### config.mk
export PLATFORM = sky130hd
export DESIGN_NAME = pnrf_cmd_fifo
export DESIGN_NICKNAME = d
export VERILOG_FILES = /design/src/hw/rtl/pnrf_pkg.sv /design/src/hw/rtl/pnrf_cmd_fifo.sv
export SDC_FILE = /design/constraint.sdc
export NUM_CORES = 1
export LEC_CHECK = 0
export ABC_CLOCK_PERIOD_IN_PS = 2900
export BUFFER_PORTS_ARGS = -buffer_cell sky130_fd_sc_hd__buf_4
export CAP_MARGIN = 5
export CORE_MARGIN = 5
export CORE_UTILIZATION = 59
export CTS_BUF_LIST = sky130_fd_sc_hd__clkbuf_8
export DETAILED_ROUTE_END_ITERATION = 12
export PLACE_DENSITY = 0.83
export SLEW_MARGIN = 20
export SYNTH_ARGS = -nofsm -noshare
export SYNTH_HDL_FRONTEND = slang
export SYNTH_SLANG_ARGS = --single-unit
### constraint.sdc
create_clock -name clk -period 2.9 [get_ports clk]
set_input_delay 0.435 -clock clk [delete_from_list [all_inputs] [get_ports clk]]
set_output_delay 0.435 -clock clk [all_outputs]
set_load 0.02 [all_outputs]
### src/hw/rtl/pnrf_pkg.sv
`timescale 1ns / 1ps
// ----------------------------------------------------------------------------
// pnrf_pkg
// shared types and fixed constants of the packed nibble rectangle fill block
// ----------------------------------------------------------------------------
package pnrf_pkg;

    localparam int COORD_IN_W  = 12;
    localparam int COORD_W     = 11;
    localparam int BX_W        = 10;
    localparam int COLOUR_W    = 4;
    localparam int IN_ADDR_W   = 18;
    localparam int BYTE_W      = 8;
    localparam int S_TDATA_W   = 72;
    localparam int M_TDATA_W   = 8;
    localparam int QUEUE_DEPTH = 4;
    localparam int QPTR_W      = 2;

    localparam logic ACT_FILL = 1'b0;
    localparam logic ACT_READ = 1'b1;

    typedef struct packed {
        logic                  is_read;
        logic [COORD_W-1:0]    x0;
        logic [COORD_W-1:0]    x1;
        logic [COORD_W-1:0]    y0;
        logic [COORD_W-1:0]    y1;
        logic [COLOUR_W-1:0]   colour;
        logic [IN_ADDR_W-1:0]  addr;
        logic                  addr_ok;
    } cmd_t;

endpackage

### src/hw/rtl/pnrf_cmd_fifo.sv
`timescale 1ns / 1ps
// ----------------------------------------------------------------------------
// pnrf_cmd_fifo
// short command queue between the front and the back
// ----------------------------------------------------------------------------
module pnrf_cmd_fifo (
    input  logic           clk,
    input  logic           rst_n,
    input  logic           push,
    input  pnrf_pkg::cmd_t push_cmd,
    input  logic           pop,
    output pnrf_pkg::cmd_t head,
    output logic           empty,
    output logic           full
);

    pnrf_pkg::cmd_t                slot_reg [pnrf_pkg::QUEUE_DEPTH];
    logic [pnrf_pkg::QPTR_W-1:0]   wr_ptr_reg;
    logic [pnrf_pkg::QPTR_W-1:0]   wr_ptr_next;
    logic [pnrf_pkg::QPTR_W-1:0]   rd_ptr_reg;
    logic [pnrf_pkg::QPTR_W-1:0]   rd_ptr_next;
    logic [pnrf_pkg::QPTR_W:0]     count_reg;
    logic [pnrf_pkg::QPTR_W:0]     count_next;

    assign empty = (count_reg == '0);
    assign full  = (count_reg == (pnrf_pkg::QPTR_W + 1)'(pnrf_pkg::QUEUE_DEPTH));
    assign head  = slot_reg[rd_ptr_reg];

    always_comb
    begin
        wr_ptr_next = push ? wr_ptr_reg + 1'b1 : wr_ptr_reg;
        rd_ptr_next = pop ? rd_ptr_reg + 1'b1 : rd_ptr_reg;
        count_next  = count_reg;
        if (push && !pop)
            count_next = count_reg + 1'b1;
        else if (pop && !push)
            count_next = count_reg - 1'b1;
    end

    always_ff @(posedge clk or negedge rst_n)
    begin
        if (!rst_n)
        begin
            wr_ptr_reg <= '0;
            rd_ptr_reg <= '0;
            count_reg  <= '0;
        end
        else
        begin
            wr_ptr_reg <= wr_ptr_next;
            rd_ptr_reg <= rd_ptr_next;
            count_reg  <= count_next;
        end
    end

    always_ff @(posedge clk)
    begin
        if (push)
            slot_reg[wr_ptr_reg] <= push_cmd;
    end

endmodule

Word-level counts from Yosys, hierarchy flattened
Memory sizes are Yosys's and may differ from the RTL's.
Cells that the tools add are included.

storage, ports and cells
  bits in registers = 7
  latch bits = 0
  RAM bits = 272
  bits in read-only memories = 0
  output and inout bits = 70
  word-level logic and storage cells = 19
  memories kept = 1

memories
  name      words  width  read ports  clocked after Yosys merged registers in  write ports  RTL line             source
  slot_reg  4      68     1           0                                        1            pnrf_cmd_fifo.sv:17  pnrf_pkg::cmd_t slot_reg [pnrf_pkg::QUEUE_DEPTH];

cells by class
  $add $sub $neg = 4
  multiply operators = 0
  div/mod/pow operators = 0
  order comparisons = 0
  equality and inequality tests = 1
  shifts and indexed selects = 0
  mux-type cells = 4
  bitwise logic cells = 0
  reductions and logical operators = 6

operators with widths
  operator                                           number
  two-way mux 3 bit                                  2
  adder 2 x 1 -> 2 bit (second input constant)       2
  adder 3 x 1 -> 3 bit (second input constant)       1
  == test 3 bit (second input constant)              1
  logical NOT 3 bit                                  1
  subtractor 3 x 1 -> 3 bit (second input constant)  1
  logical AND 1 bit                                  2
  logical NOT 1 bit                                  2
  two-way mux 1 bit                                  2
  nonzero test 2 bit                                 1

Longest topological paths before layout
  depth after elaboration = 4
  gate-level depth with buffers = 7

Least setup slack after synthesis
Ideal clock, no wire load.

  path kind = reg2reg
  start point = register wr_ptr_reg[0] in the netlist's numbering
  end point = memory slot_reg[2][0] in the netlist's numbering (enable)
  setup time = 0.433 ns
  arrival = 2.210 ns
  data required time = 2.467 ns
  path slack = 0.256 ns
  cell stages (with the launch flop) = 4
  path buffers = 0
  period minus slack after synthesis = 2.644 ns
  cells stage by stage = dfrtp_1 inv_1 ha_1 and2_1

RTL lines
  item                    RTL line             source
  start, declared         pnrf_cmd_fifo.sv:18  logic [pnrf_pkg::QPTR_W-1:0] wr_ptr_reg;
  start signal, assigned  pnrf_cmd_fifo.sv:50  wr_ptr_reg <= wr_ptr_next;
  end, declared           pnrf_cmd_fifo.sv:17

Straight into the memory's write port.

==> flow_summary.yaml <==
finish:
  fin_cells: 825
  final_nets: 649
  area_growth_pct: 20.36
  regArea_mm2: 0.008351
  layout-drive-gt1-share_pct: 46.08
  final_cell_mix: "272 x edfxtp_1, 143 x buf_4, 68 x mux4_2"
  fin_area_mm2: 0.01238
  n_fill_cell: 1019
  largest_register_ffs: 272
  final_common_cell: "edfxtp_1"
  multiInputGateArea_mm2: 0.001742
global_route:
  grt_max_degree: 43
  grt_pass1_wl_um: 28610
  antenna_found_initial: 0
  grt_overflow: 0
  grt_usage_pct: 18.83
  grt_pass1_vias: 5224
yosys:
  synth.net_count: 468
  syn-cell-area_mm2: 0.01028
  synth_cell_types: 19
  ys_seq_elements: 279
  post_synth.cell_area_avg_um2: 26.37
  yosysSeqAreaShare_pct: 81.13
  ys_warn_count: 0
  syn-instance-count: 390
power:
  seq_power_share_pct: 44.4
  pwr-share-clk_pct: 22.3
  switching_power_mw: 3.977
  ir_drop_mv: 0.7421
  combPwrFrac_pct: 33.2
  p_sw_share_pct: 31.05
  powerDensity_mw_per_mm2: 1035
  leakage_nw: 4.339
  p_int_mw: 8.831
placement:
  routabilityCongestion: 0.7505
  place.port_buffers: 141
  dpl_cell_area_mm2: 0.01160
  dp_cells: 749
  dp_hpwl_um: 11520
outcome:
  outcome: "completed"
job:
  cap_violations: 0
critical_path:
  crit_arrival_ns: 2.26
  worst_ep_required_time_ns: 2.47
  critical_path.max_fanout: 20
  crit_path_end_kind: "output port"
  cp-start-kind: "flip-flop"
  critPathKind: "reg -> out"
floorplan:
  die_h_um: 142.0
  num_rows: 48
  coreArea_mm2: 0.01718
  io_pins: 142
  initial_core_util_pct: 59.87
  dieArea_mm2: 0.02017
  die_w_um: 142.0
timing:
  setup_tns_ns: 0
  hold_viol: 0
  fin_crit_sh_pct: 92.79
  finClkSkew_ns: 0.02093
  tightest_slew_ns: 0.6478
  slew_headroom_pct: 56.82
  fmax_mhz: 371.6
  slew_viol_final: 0
  period_needed_ns: 2.691
  whs_ns: 0.1019
  setup_viol: 0
  rsz0062_at_grt: "no"
clocking:
  cts.clk_slew.worst_paths_ns: 0.06
  ctsLongestPathBuffers: 3
  htree_levels: 2
  cts_tree: "done"
  cts_resized: 0
  cts_sinks: 279
  cts_hold_buf: 1
  cts_setup_buffers: 0
  cts_buffers: 44
  clock_latency_ns: 0.53
  root_buffer: "clkbuf_8"
drt:
  detail-route-antenna-nets: 0
  vias: 4619
  first_pass_iters: 4
  drcViolationCount: 0
  wl_per_cell_um: 22.55
  via_per_inst: 5.599
  drtIter0Drc: 272
  drt-total-wl_um: 18600
worst_hold_path:
  hold_path.class: "in -> reg"
-- power by group through the flow --
stage                     sequential (mW)  combinational [mW]  clock (mW)
after global placement               5.72                4.25           0
final                                5.69                4.26        2.86
after detailed placement             5.78                4.34           0
after CTS                            5.71                4.36        2.94
after floorplan                      5.52                3.00           0
after global routing                 5.76                4.51        3.14
-- worst max-delay path, cell delays in order (launching register included) --
cell and delay [ns]:
dfrtp_4 0.70, buf_4 0.30, mux4_2 0.54, buf_4 0.18
-- area by class of cell --
type	instances	area share (%)
antenna	1	0.02022
clock buffer	48	5.338
clock inverter	26	0.8188
inverter	4	0.1213
multi-input combinational	91	14.07
sequential	279	67.47
tap	225	2.275
timing repair buffer	151	9.887
-- per-layer routing --
layer	vias to the layer above	wire length, um	track usage, %
met5	-	0	0
met4	0	382	6.263
met3	29	1257	4.772
met2	144	9861	32.27
met1	2413	7102	23.88
li1	2033	-	-
-- cells in the mapped netlist --
cell type,count,area [um^2]
buf_6,1,11.26
buf_4,1,7.510
nor3b_1,1,7.510
fa_1,1,20.02
nor3_1,1,5.000
buf_12,7,140.1
ha_1,5,62.56
mux2_2,1,11.26
inv_1,4,15.01
o21ai_0,1,5.000
and2_1,4,25.02
mux4_2,68,1531
xnor2_1,2,17.52
xor2_1,4,35.03
dfrtp_1,7,175.2
edfxtp_1,272,8168
nand2_1,2,7.510
nor2_1,1,3.750
buf_2,7,35.03
-- through the flow --
step           total power [mW]  util (%)  setup slack (ns)
6_report                  12.81     72.06            0.2092
5_1_grt                   13.42     72.04           0.06496
4_1_cts                   13.01     72.04            0.1390
3_5_place_dp              10.12     67.55            0.7244
3_3_place_gp              9.968     67.55            0.7455
2_1_floorplan             8.521         -            0.2564
-- path summary, 6_finish.rpt --
path / cells after the start / slack [ns] / end / from
worst max-delay path: 3 / 0.21 / head[10] / rd_ptr_reg[0]
worst min-delay path: 1 / 0.10 / slot_reg[0][54] / push_cmd[54]
worst max register to register: 4 / 1.04 / slot_reg[0][39] / wr_ptr_reg[0]
worst min register to register: 1 / 0.49 / count_reg[2] / count_reg[2]
max in group asynchronous: 2 / 2.51 / rd_ptr_reg[0] / rst_n
min in group asynchronous: 2 / 0.24 / count_reg[2] / rst_n
-- logic make-up (layout without fill, tap and decap cells) --
logic type,after synthesis,count (layout),synth area share (%)
AOI/OAI and AO/OA,1,1,0.04862
xor gates and xnor gates,6,6,0.5110
adders and majority gates,6,6,0.8030
buffers and inverters,20,229,2.032
DFF,279,279,81.13
muxes,69,69,15.00
other,0,1,0
and+or+nand+nor,9,9,0.4744
(Power assumes the default switching activity.)
