### src/hw/rtl/pnrf_pkg.sv
`timescale 1ns / 1ps
// ----------------------------------------------------------------------------
// pnrf_pkg
// shared types and fixed constants of the packed nibble rectangle fill block
// ----------------------------------------------------------------------------
package pnrf_pkg;

    localparam int COORD_IN_W  = 12;
    localparam int COORD_W     = 11;
    localparam int BX_W        = 10;
    localparam int COLOUR_W    = 4;
    localparam int IN_ADDR_W   = 18;
    localparam int BYTE_W      = 8;
    localparam int S_TDATA_W   = 72;
    localparam int M_TDATA_W   = 8;
    localparam int QUEUE_DEPTH = 4;
    localparam int QPTR_W      = 2;

    localparam logic ACT_FILL = 1'b0;
    localparam logic ACT_READ = 1'b1;

    typedef struct packed {
        logic                  is_read;
        logic [COORD_W-1:0]    x0;
        logic [COORD_W-1:0]    x1;
        logic [COORD_W-1:0]    y0;
        logic [COORD_W-1:0]    y1;
        logic [COLOUR_W-1:0]   colour;
        logic [IN_ADDR_W-1:0]  addr;
        logic                  addr_ok;
    } cmd_t;

endpackage

### src/hw/rtl/pnrf_front.sv
`timescale 1ns / 1ps
// ----------------------------------------------------------------------------
// pnrf_front
// accepts items, clamps and orders the corners, checks the read address and
// hands one command per item to the queue
// ----------------------------------------------------------------------------
module pnrf_front #(
    parameter int FRAME_WIDTH  = 640,
    parameter int FRAME_HEIGHT = 480
) (
    input  logic                            clk,
    input  logic                            rst_n,
    input  logic                            s_tvalid,
    output logic                            s_tready,
    input  logic [pnrf_pkg::S_TDATA_W-1:0]  s_tdata,
    input  logic                            s_tuser,
    input  logic                            clear_done,
    input  logic                            q_full,
    output logic                            q_push,
    output pnrf_pkg::cmd_t                  q_cmd
);

    localparam int ROW_BYTES   = (FRAME_WIDTH + 1) / 2;
    localparam int STORE_BYTES = ROW_BYTES * FRAME_HEIGHT;

    logic           stage_valid_reg;
    logic           stage_valid_next;
    pnrf_pkg::cmd_t stage_cmd_reg;
    pnrf_pkg::cmd_t in_cmd;
    logic           accept;

    logic [pnrf_pkg::COORD_W-1:0] xa;
    logic [pnrf_pkg::COORD_W-1:0] xb;
    logic [pnrf_pkg::COORD_W-1:0] ya;
    logic [pnrf_pkg::COORD_W-1:0] yb;

    function automatic logic [pnrf_pkg::COORD_W-1:0] clamp_coord(
        input logic [pnrf_pkg::COORD_IN_W-1:0] v,
        input logic [pnrf_pkg::COORD_IN_W-1:0] lim
    );
        logic [pnrf_pkg::COORD_IN_W-1:0] top;
        top = lim - pnrf_pkg::COORD_IN_W'(1);
        if (v[pnrf_pkg::COORD_IN_W-1])
            return '0;
        else if (v >= lim)
            return top[pnrf_pkg::COORD_W-1:0];
        else
            return v[pnrf_pkg::COORD_W-1:0];
    endfunction

    assign xa = clamp_coord(s_tdata[11:0],  pnrf_pkg::COORD_IN_W'(FRAME_WIDTH));
    assign ya = clamp_coord(s_tdata[23:12], pnrf_pkg::COORD_IN_W'(FRAME_HEIGHT));
    assign xb = clamp_coord(s_tdata[35:24], pnrf_pkg::COORD_IN_W'(FRAME_WIDTH));
    assign yb = clamp_coord(s_tdata[47:36], pnrf_pkg::COORD_IN_W'(FRAME_HEIGHT));

    always_comb
    begin
        in_cmd.is_read = (s_tuser == pnrf_pkg::ACT_READ);
        in_cmd.x0      = (xb < xa) ? xb : xa;
        in_cmd.x1      = (xb < xa) ? xa : xb;
        in_cmd.y0      = (yb < ya) ? yb : ya;
        in_cmd.y1      = (yb < ya) ? ya : yb;
        in_cmd.colour  = s_tdata[51:48];
        in_cmd.addr    = s_tdata[69:52];
        in_cmd.addr_ok = (32'(s_tdata[69:52]) < 32'(STORE_BYTES));
    end

    assign q_push   = stage_valid_reg && !q_full;
    assign s_tready = clear_done && (!stage_valid_reg || !q_full);
    assign accept   = s_tvalid && s_tready;
    assign q_cmd    = stage_cmd_reg;

    always_comb
    begin
        stage_valid_next = stage_valid_reg;
        if (q_push)
            stage_valid_next = 1'b0;
        if (accept)
            stage_valid_next = 1'b1;
    end

    always_ff @(posedge clk or negedge rst_n)
    begin
        if (!rst_n)
            stage_valid_reg <= 1'b0;
        else
            stage_valid_reg <= stage_valid_next;
    end

    always_ff @(posedge clk)
    begin
        if (accept)
            stage_cmd_reg <= in_cmd;
    end

endmodule

### config.mk
export PLATFORM = sky130hd
export DESIGN_NAME = pnrf_front
export DESIGN_NICKNAME = d
export VERILOG_FILES = /design/src/hw/rtl/pnrf_pkg.sv /design/src/hw/rtl/pnrf_front.sv
export SDC_FILE = /design/constraint.sdc
export NUM_CORES = 1
export LEC_CHECK = 0
export ABC_CLOCK_PERIOD_IN_PS = 2800
export BUFFER_PORTS_ARGS = -buffer_cell sky130_fd_sc_hd__buf_2
export CORE_AREA = 2 2 78 109
export DETAILED_ROUTE_END_ITERATION = 8
export DIE_AREA = 0 0 80 111
export GPL_TIMING_DRIVEN = 0
export PLACE_DENSITY = 0.74
export SYNTH_ARGS = -nofsm -noshare
export SYNTH_HDL_FRONTEND = slang
export SYNTH_SLANG_ARGS = --single-unit
### constraint.sdc
create_clock -name clk -period 2.8 [get_ports clk]
set_input_delay 0.56 -clock clk [delete_from_list [all_inputs] [get_ports clk]]
set_output_delay 0.56 -clock clk [all_outputs]
set_load 0.05 [all_outputs]
After elaboration in Yosys (flattened, before gate mapping). Index checks and enable logic that the tools add are counted.

Register bits after elaboration: 69. Latch bits: 0. Bits in writable memories: 0. Bits in read-only memories: 0. Bits of input ports: 78. Word-level logic and storage cells: 37. Memories kept: 0.

Add/subtract/negate cells: 0. $mul: 0. Divide/modulo/power cells: 0. Order comparisons: 7. Equal/unequal tests: 0. Shift operators: 0. Multiplexer cells: 14. Bitwise operators: 0. Reductions and logical operators: 7.

Operators with widths (count): 11-bit two-way mux (12); 12-bit by 10-bit greater-or-equal comparator with 1-bit output (second input constant) (2); 12-bit by 9-bit greater-or-equal comparator with 1-bit output (second input constant) (2); 11-bit < comparator (2); 18-bit < comparator (second input constant) (1); 1-bit logical AND (3); 1-bit zero test (2); 1-bit two-way mux (2); 2-bit nonzero test (1); 1-bit logical OR (1).

Logic depth before layout (Yosys ltp).
Depth in word-level cells: 5. Depth in mapped cells: 12.

Worst setup path after synthesis. OpenSTA, ideal clock, no wires.

Kind: in2reg. Start: input port s_tdata[21] in the netlist's numbering. End: register stage_cmd_reg (netlist bit q_cmd[24]), data pin. Data arrival time: 2.941 ns. Setup slack: -0.400 ns. Stages on the path: 10. Buffers on the path: 1. Cells stage by stage: or2_2 nand2b_1 or3b_2 ha_1 nand2_1 nor2_1 o211ai_1 o21ai_2 buf_6 mux2_2.

RTL lines: start, declared (line pnrf_front.sv:15) `input logic [pnrf_pkg::S_TDATA_W-1:0] s_tdata,`; end signal, assigned (line pnrf_front.sv:93) `stage_cmd_reg <= in_cmd;`; end, declared (line pnrf_front.sv:28) `pnrf_pkg::cmd_t stage_cmd_reg;`.

==> results.cfg <==
[run_status]
status = completed

[clock_network]
clockRootBuffer = clkbuf_16
cts_tree = yes
clkLatencyLatePin_ns = 0.33
cts.sinks = 69
htreeDepth = 3
clock_path_buffers = 2
clk_pin_slew_ns = 0.05
cts_made_buffers = 9

[pwr]
clockPowerShare = 0.377
p_sw_uw = 830
p_int_uw = 2240
p_leak_uw = 0.00221
combPwrFrac = 0.223
ir_drop_mv = 0.343
pwr-share-seq = 0.400
total_power_uw = 3070
p_sw_frac = 0.270
powerDensity_nw_per_um2 = 616

[global_routing]
grt_pass1_wl_mm = 11.9
gr-usage-all-layers = 0.174
overflow = 0
grt_pass1_vias = 2689
grt_max_degree = 69
antenna_found_initial = 0

[final_layout]
fin_nets = 542
post-route-cell-area_um2 = 4980
num_antenna_cells = 0
stdcell_count = 550
largest_reg_flops = 68
final_cell_mix = buf_2, edfxtp_1, nor2_1
drive_gt1_frac = 0.491
area_delta_synth_final_pct = 43.9
final_common_cell = buf_2
nFillCells = 658

[place]
gp_congestion = 0.830
io_buffer_count = 143
post-place-ws_ns = -0.562
dp_cells = 523
dp_hpwl_mm = 5.73
place_area_um2 = 4420

[critical_path]
cp_data_arrival_time_ns = 2.86
path_class = input pin to flop
required_ns = 2.87
crit_path_max_fanout = 6
cp-start-kind = input pin
worstSetupEndpointType = flop

[yosys]
synth_top_family_by_area = multiplexers
ys.flop_type = edfxtp_1
synth_compound_area_frac = 0.0817
synth_top_area_frac = 0.590
yosysSeqAreaShare = 0.597
synthCells = 268
synth-xor-area-share = 0
synth_mux_area_frac = 0.113
yosysTopAreaCell = edfxtp_1
synth_simple_gate_area_frac = 0.0976
synth_area_leaders = edfxtp_1, ha_1, mux2i_1
yosys_warnings = 0
synth_fa_ha_area_frac = 0.0723
avgSynthCellArea_um2 = 12.9
syn_area_um2 = 3460
ys_types = 38
ys_seq_elements = 69
synth_edf_count = 68
async_reset_ff_frac = 0.0145

[floorplan]
ios = 148
die_x_um = 80
dieArea_um2 = 8880
start_util = 0.432
rows = 39
coreArea_um2 = 8000
die_h_um = 111

[sta]
finalMaxSlewViolations = 0
worst_slack_ns = 0.00431
fin_crit_ns = 2.80
finalCritPeriodShare = 0.998
hold_violations = 0
timing_worst_slew_pin_value_ns = 0.655
fmax_ghz = 0.358
setup_viol = 0
rsz0062_at_grt = true
finClkSkew_ns = 0.00788
slew-limit-headroom = 0.562

[route]
drtAntennaViolNets = 0
via_per_inst = 4.97
dr.pass1.iters = 4
drc = 0
drt_iter0_markers = 100
wl_mm = 7.94
wire_per_inst_um = 14.4
vias = 2731

[hold_path]
hp-class = input pin to flop

[flow_run]
cap_violations = 0
cells in the mapped netlist (3+ instances only):
cell / number
edfxtp_1: 68
nor2_1: 31
ha_1: 20
inv_1: 20
mux2i_1: 20
o21ai_0: 18
nand2_1: 14
mux2_2: 13
a21oi_1: 12
nor3_1: 8
nand4_1: 4
o21a_1: 4
mux2_4: 3
layout make-up:
class,count,area (µm²),share of cell area
clock buffer,10,229,0.0460
inverter,20,78.8,0.0158
multi-input combinational,184,1520,0.305
sequential,69,2070,0.415
timing repair buffer,155,833,0.167
tap,102,128,0.0256
buffer,5,51.3,0.0103
clock inverter,5,76.3,0.0153
per-stage QoR:
step	hold slack, ns	TNS, ns	utilization
3_3_place_gp	0.334	-12.69	0.552
6_report	0.409	0	0.622
2_1_floorplan	0.264	-1.54	-
4_1_cts	0.392	0	0.599
3_5_place_dp	0.337	-17.77	0.552
5_1_grt	0.394	-0.470	0.622
layer usage:
metal / global-route usage / routed length (µm) / share of wire / vias up
li1: - / - / - / 1330
met1: 0.197 / 3090 / 0.39 / 1271
met2: 0.301 / 4220 / 0.53 / 114
met3: 0.0366 / 469 / 0.059 / 16
met4: 0.0870 / 161 / 0.020 / 0
met5: 0 / 0 / 0 / -
kinds of logic after synthesis:
| logic type | Yosys count |
|---|---|
| flip-flops | 69 |
| AO/OA/AOI/OAI | 45 |
| buffers and inverters | 25 |
| AND/OR/NAND/NOR | 71 |
| other | 2 |
| multiplexers | 36 |
| adder cells (fa/ha/maj) | 20 |
power by group through the flow:
stage          logic [µW]  registers, µW  clock network [µW]
6_report              684           1230                1160
5_1_grt               733           1230                1230
3_5_place_dp          623           1250                   0
2_1_floorplan         278           1430                   0
3_3_place_gp          609           1250                   0
4_1_cts               645           1230                1180
critical path: stages:
cell	delay (ns)
buf_6	0.09
o21a_1	0.20
or3_4	0.44
o21ai_1	0.25
inv_1	0.08
ha_1	0.21
a21oi_2	0.13
nor3_1	0.06
nor3_2	0.26
o211ai_4	0.13
buf_8	0.15
mux2_4	0.29
final timing paths:
check / start / to / slack (ns) / cells after the start
hold reg to reg: stage_valid_reg / stage_valid_reg / 0.48 / 2
max in group asynchronous: rst_n / stage_valid_reg / 2.16 / 2
min in group asynchronous: rst_n / stage_valid_reg / 0.55 / 2
setup / recovery: s_tdata[32] / q_cmd[56] / 0.004 / 12
setup reg to reg: stage_valid_reg / q_cmd[20] / 0.86 / 5
hold / removal: s_tdata[58] / q_cmd[7] / 0.41 / 1
timing repair:
item / in CTS / in global routing
pin swaps: 1 / 2
hold endpoints to repair: 1 / 0
setup endpoints to repair: 18 / 29
resized for setup: 9 / 23
buffers inserted: 5 / 5
hold buffers: 1 / 0
Note: power is estimated with default switching activity, not from simulation.
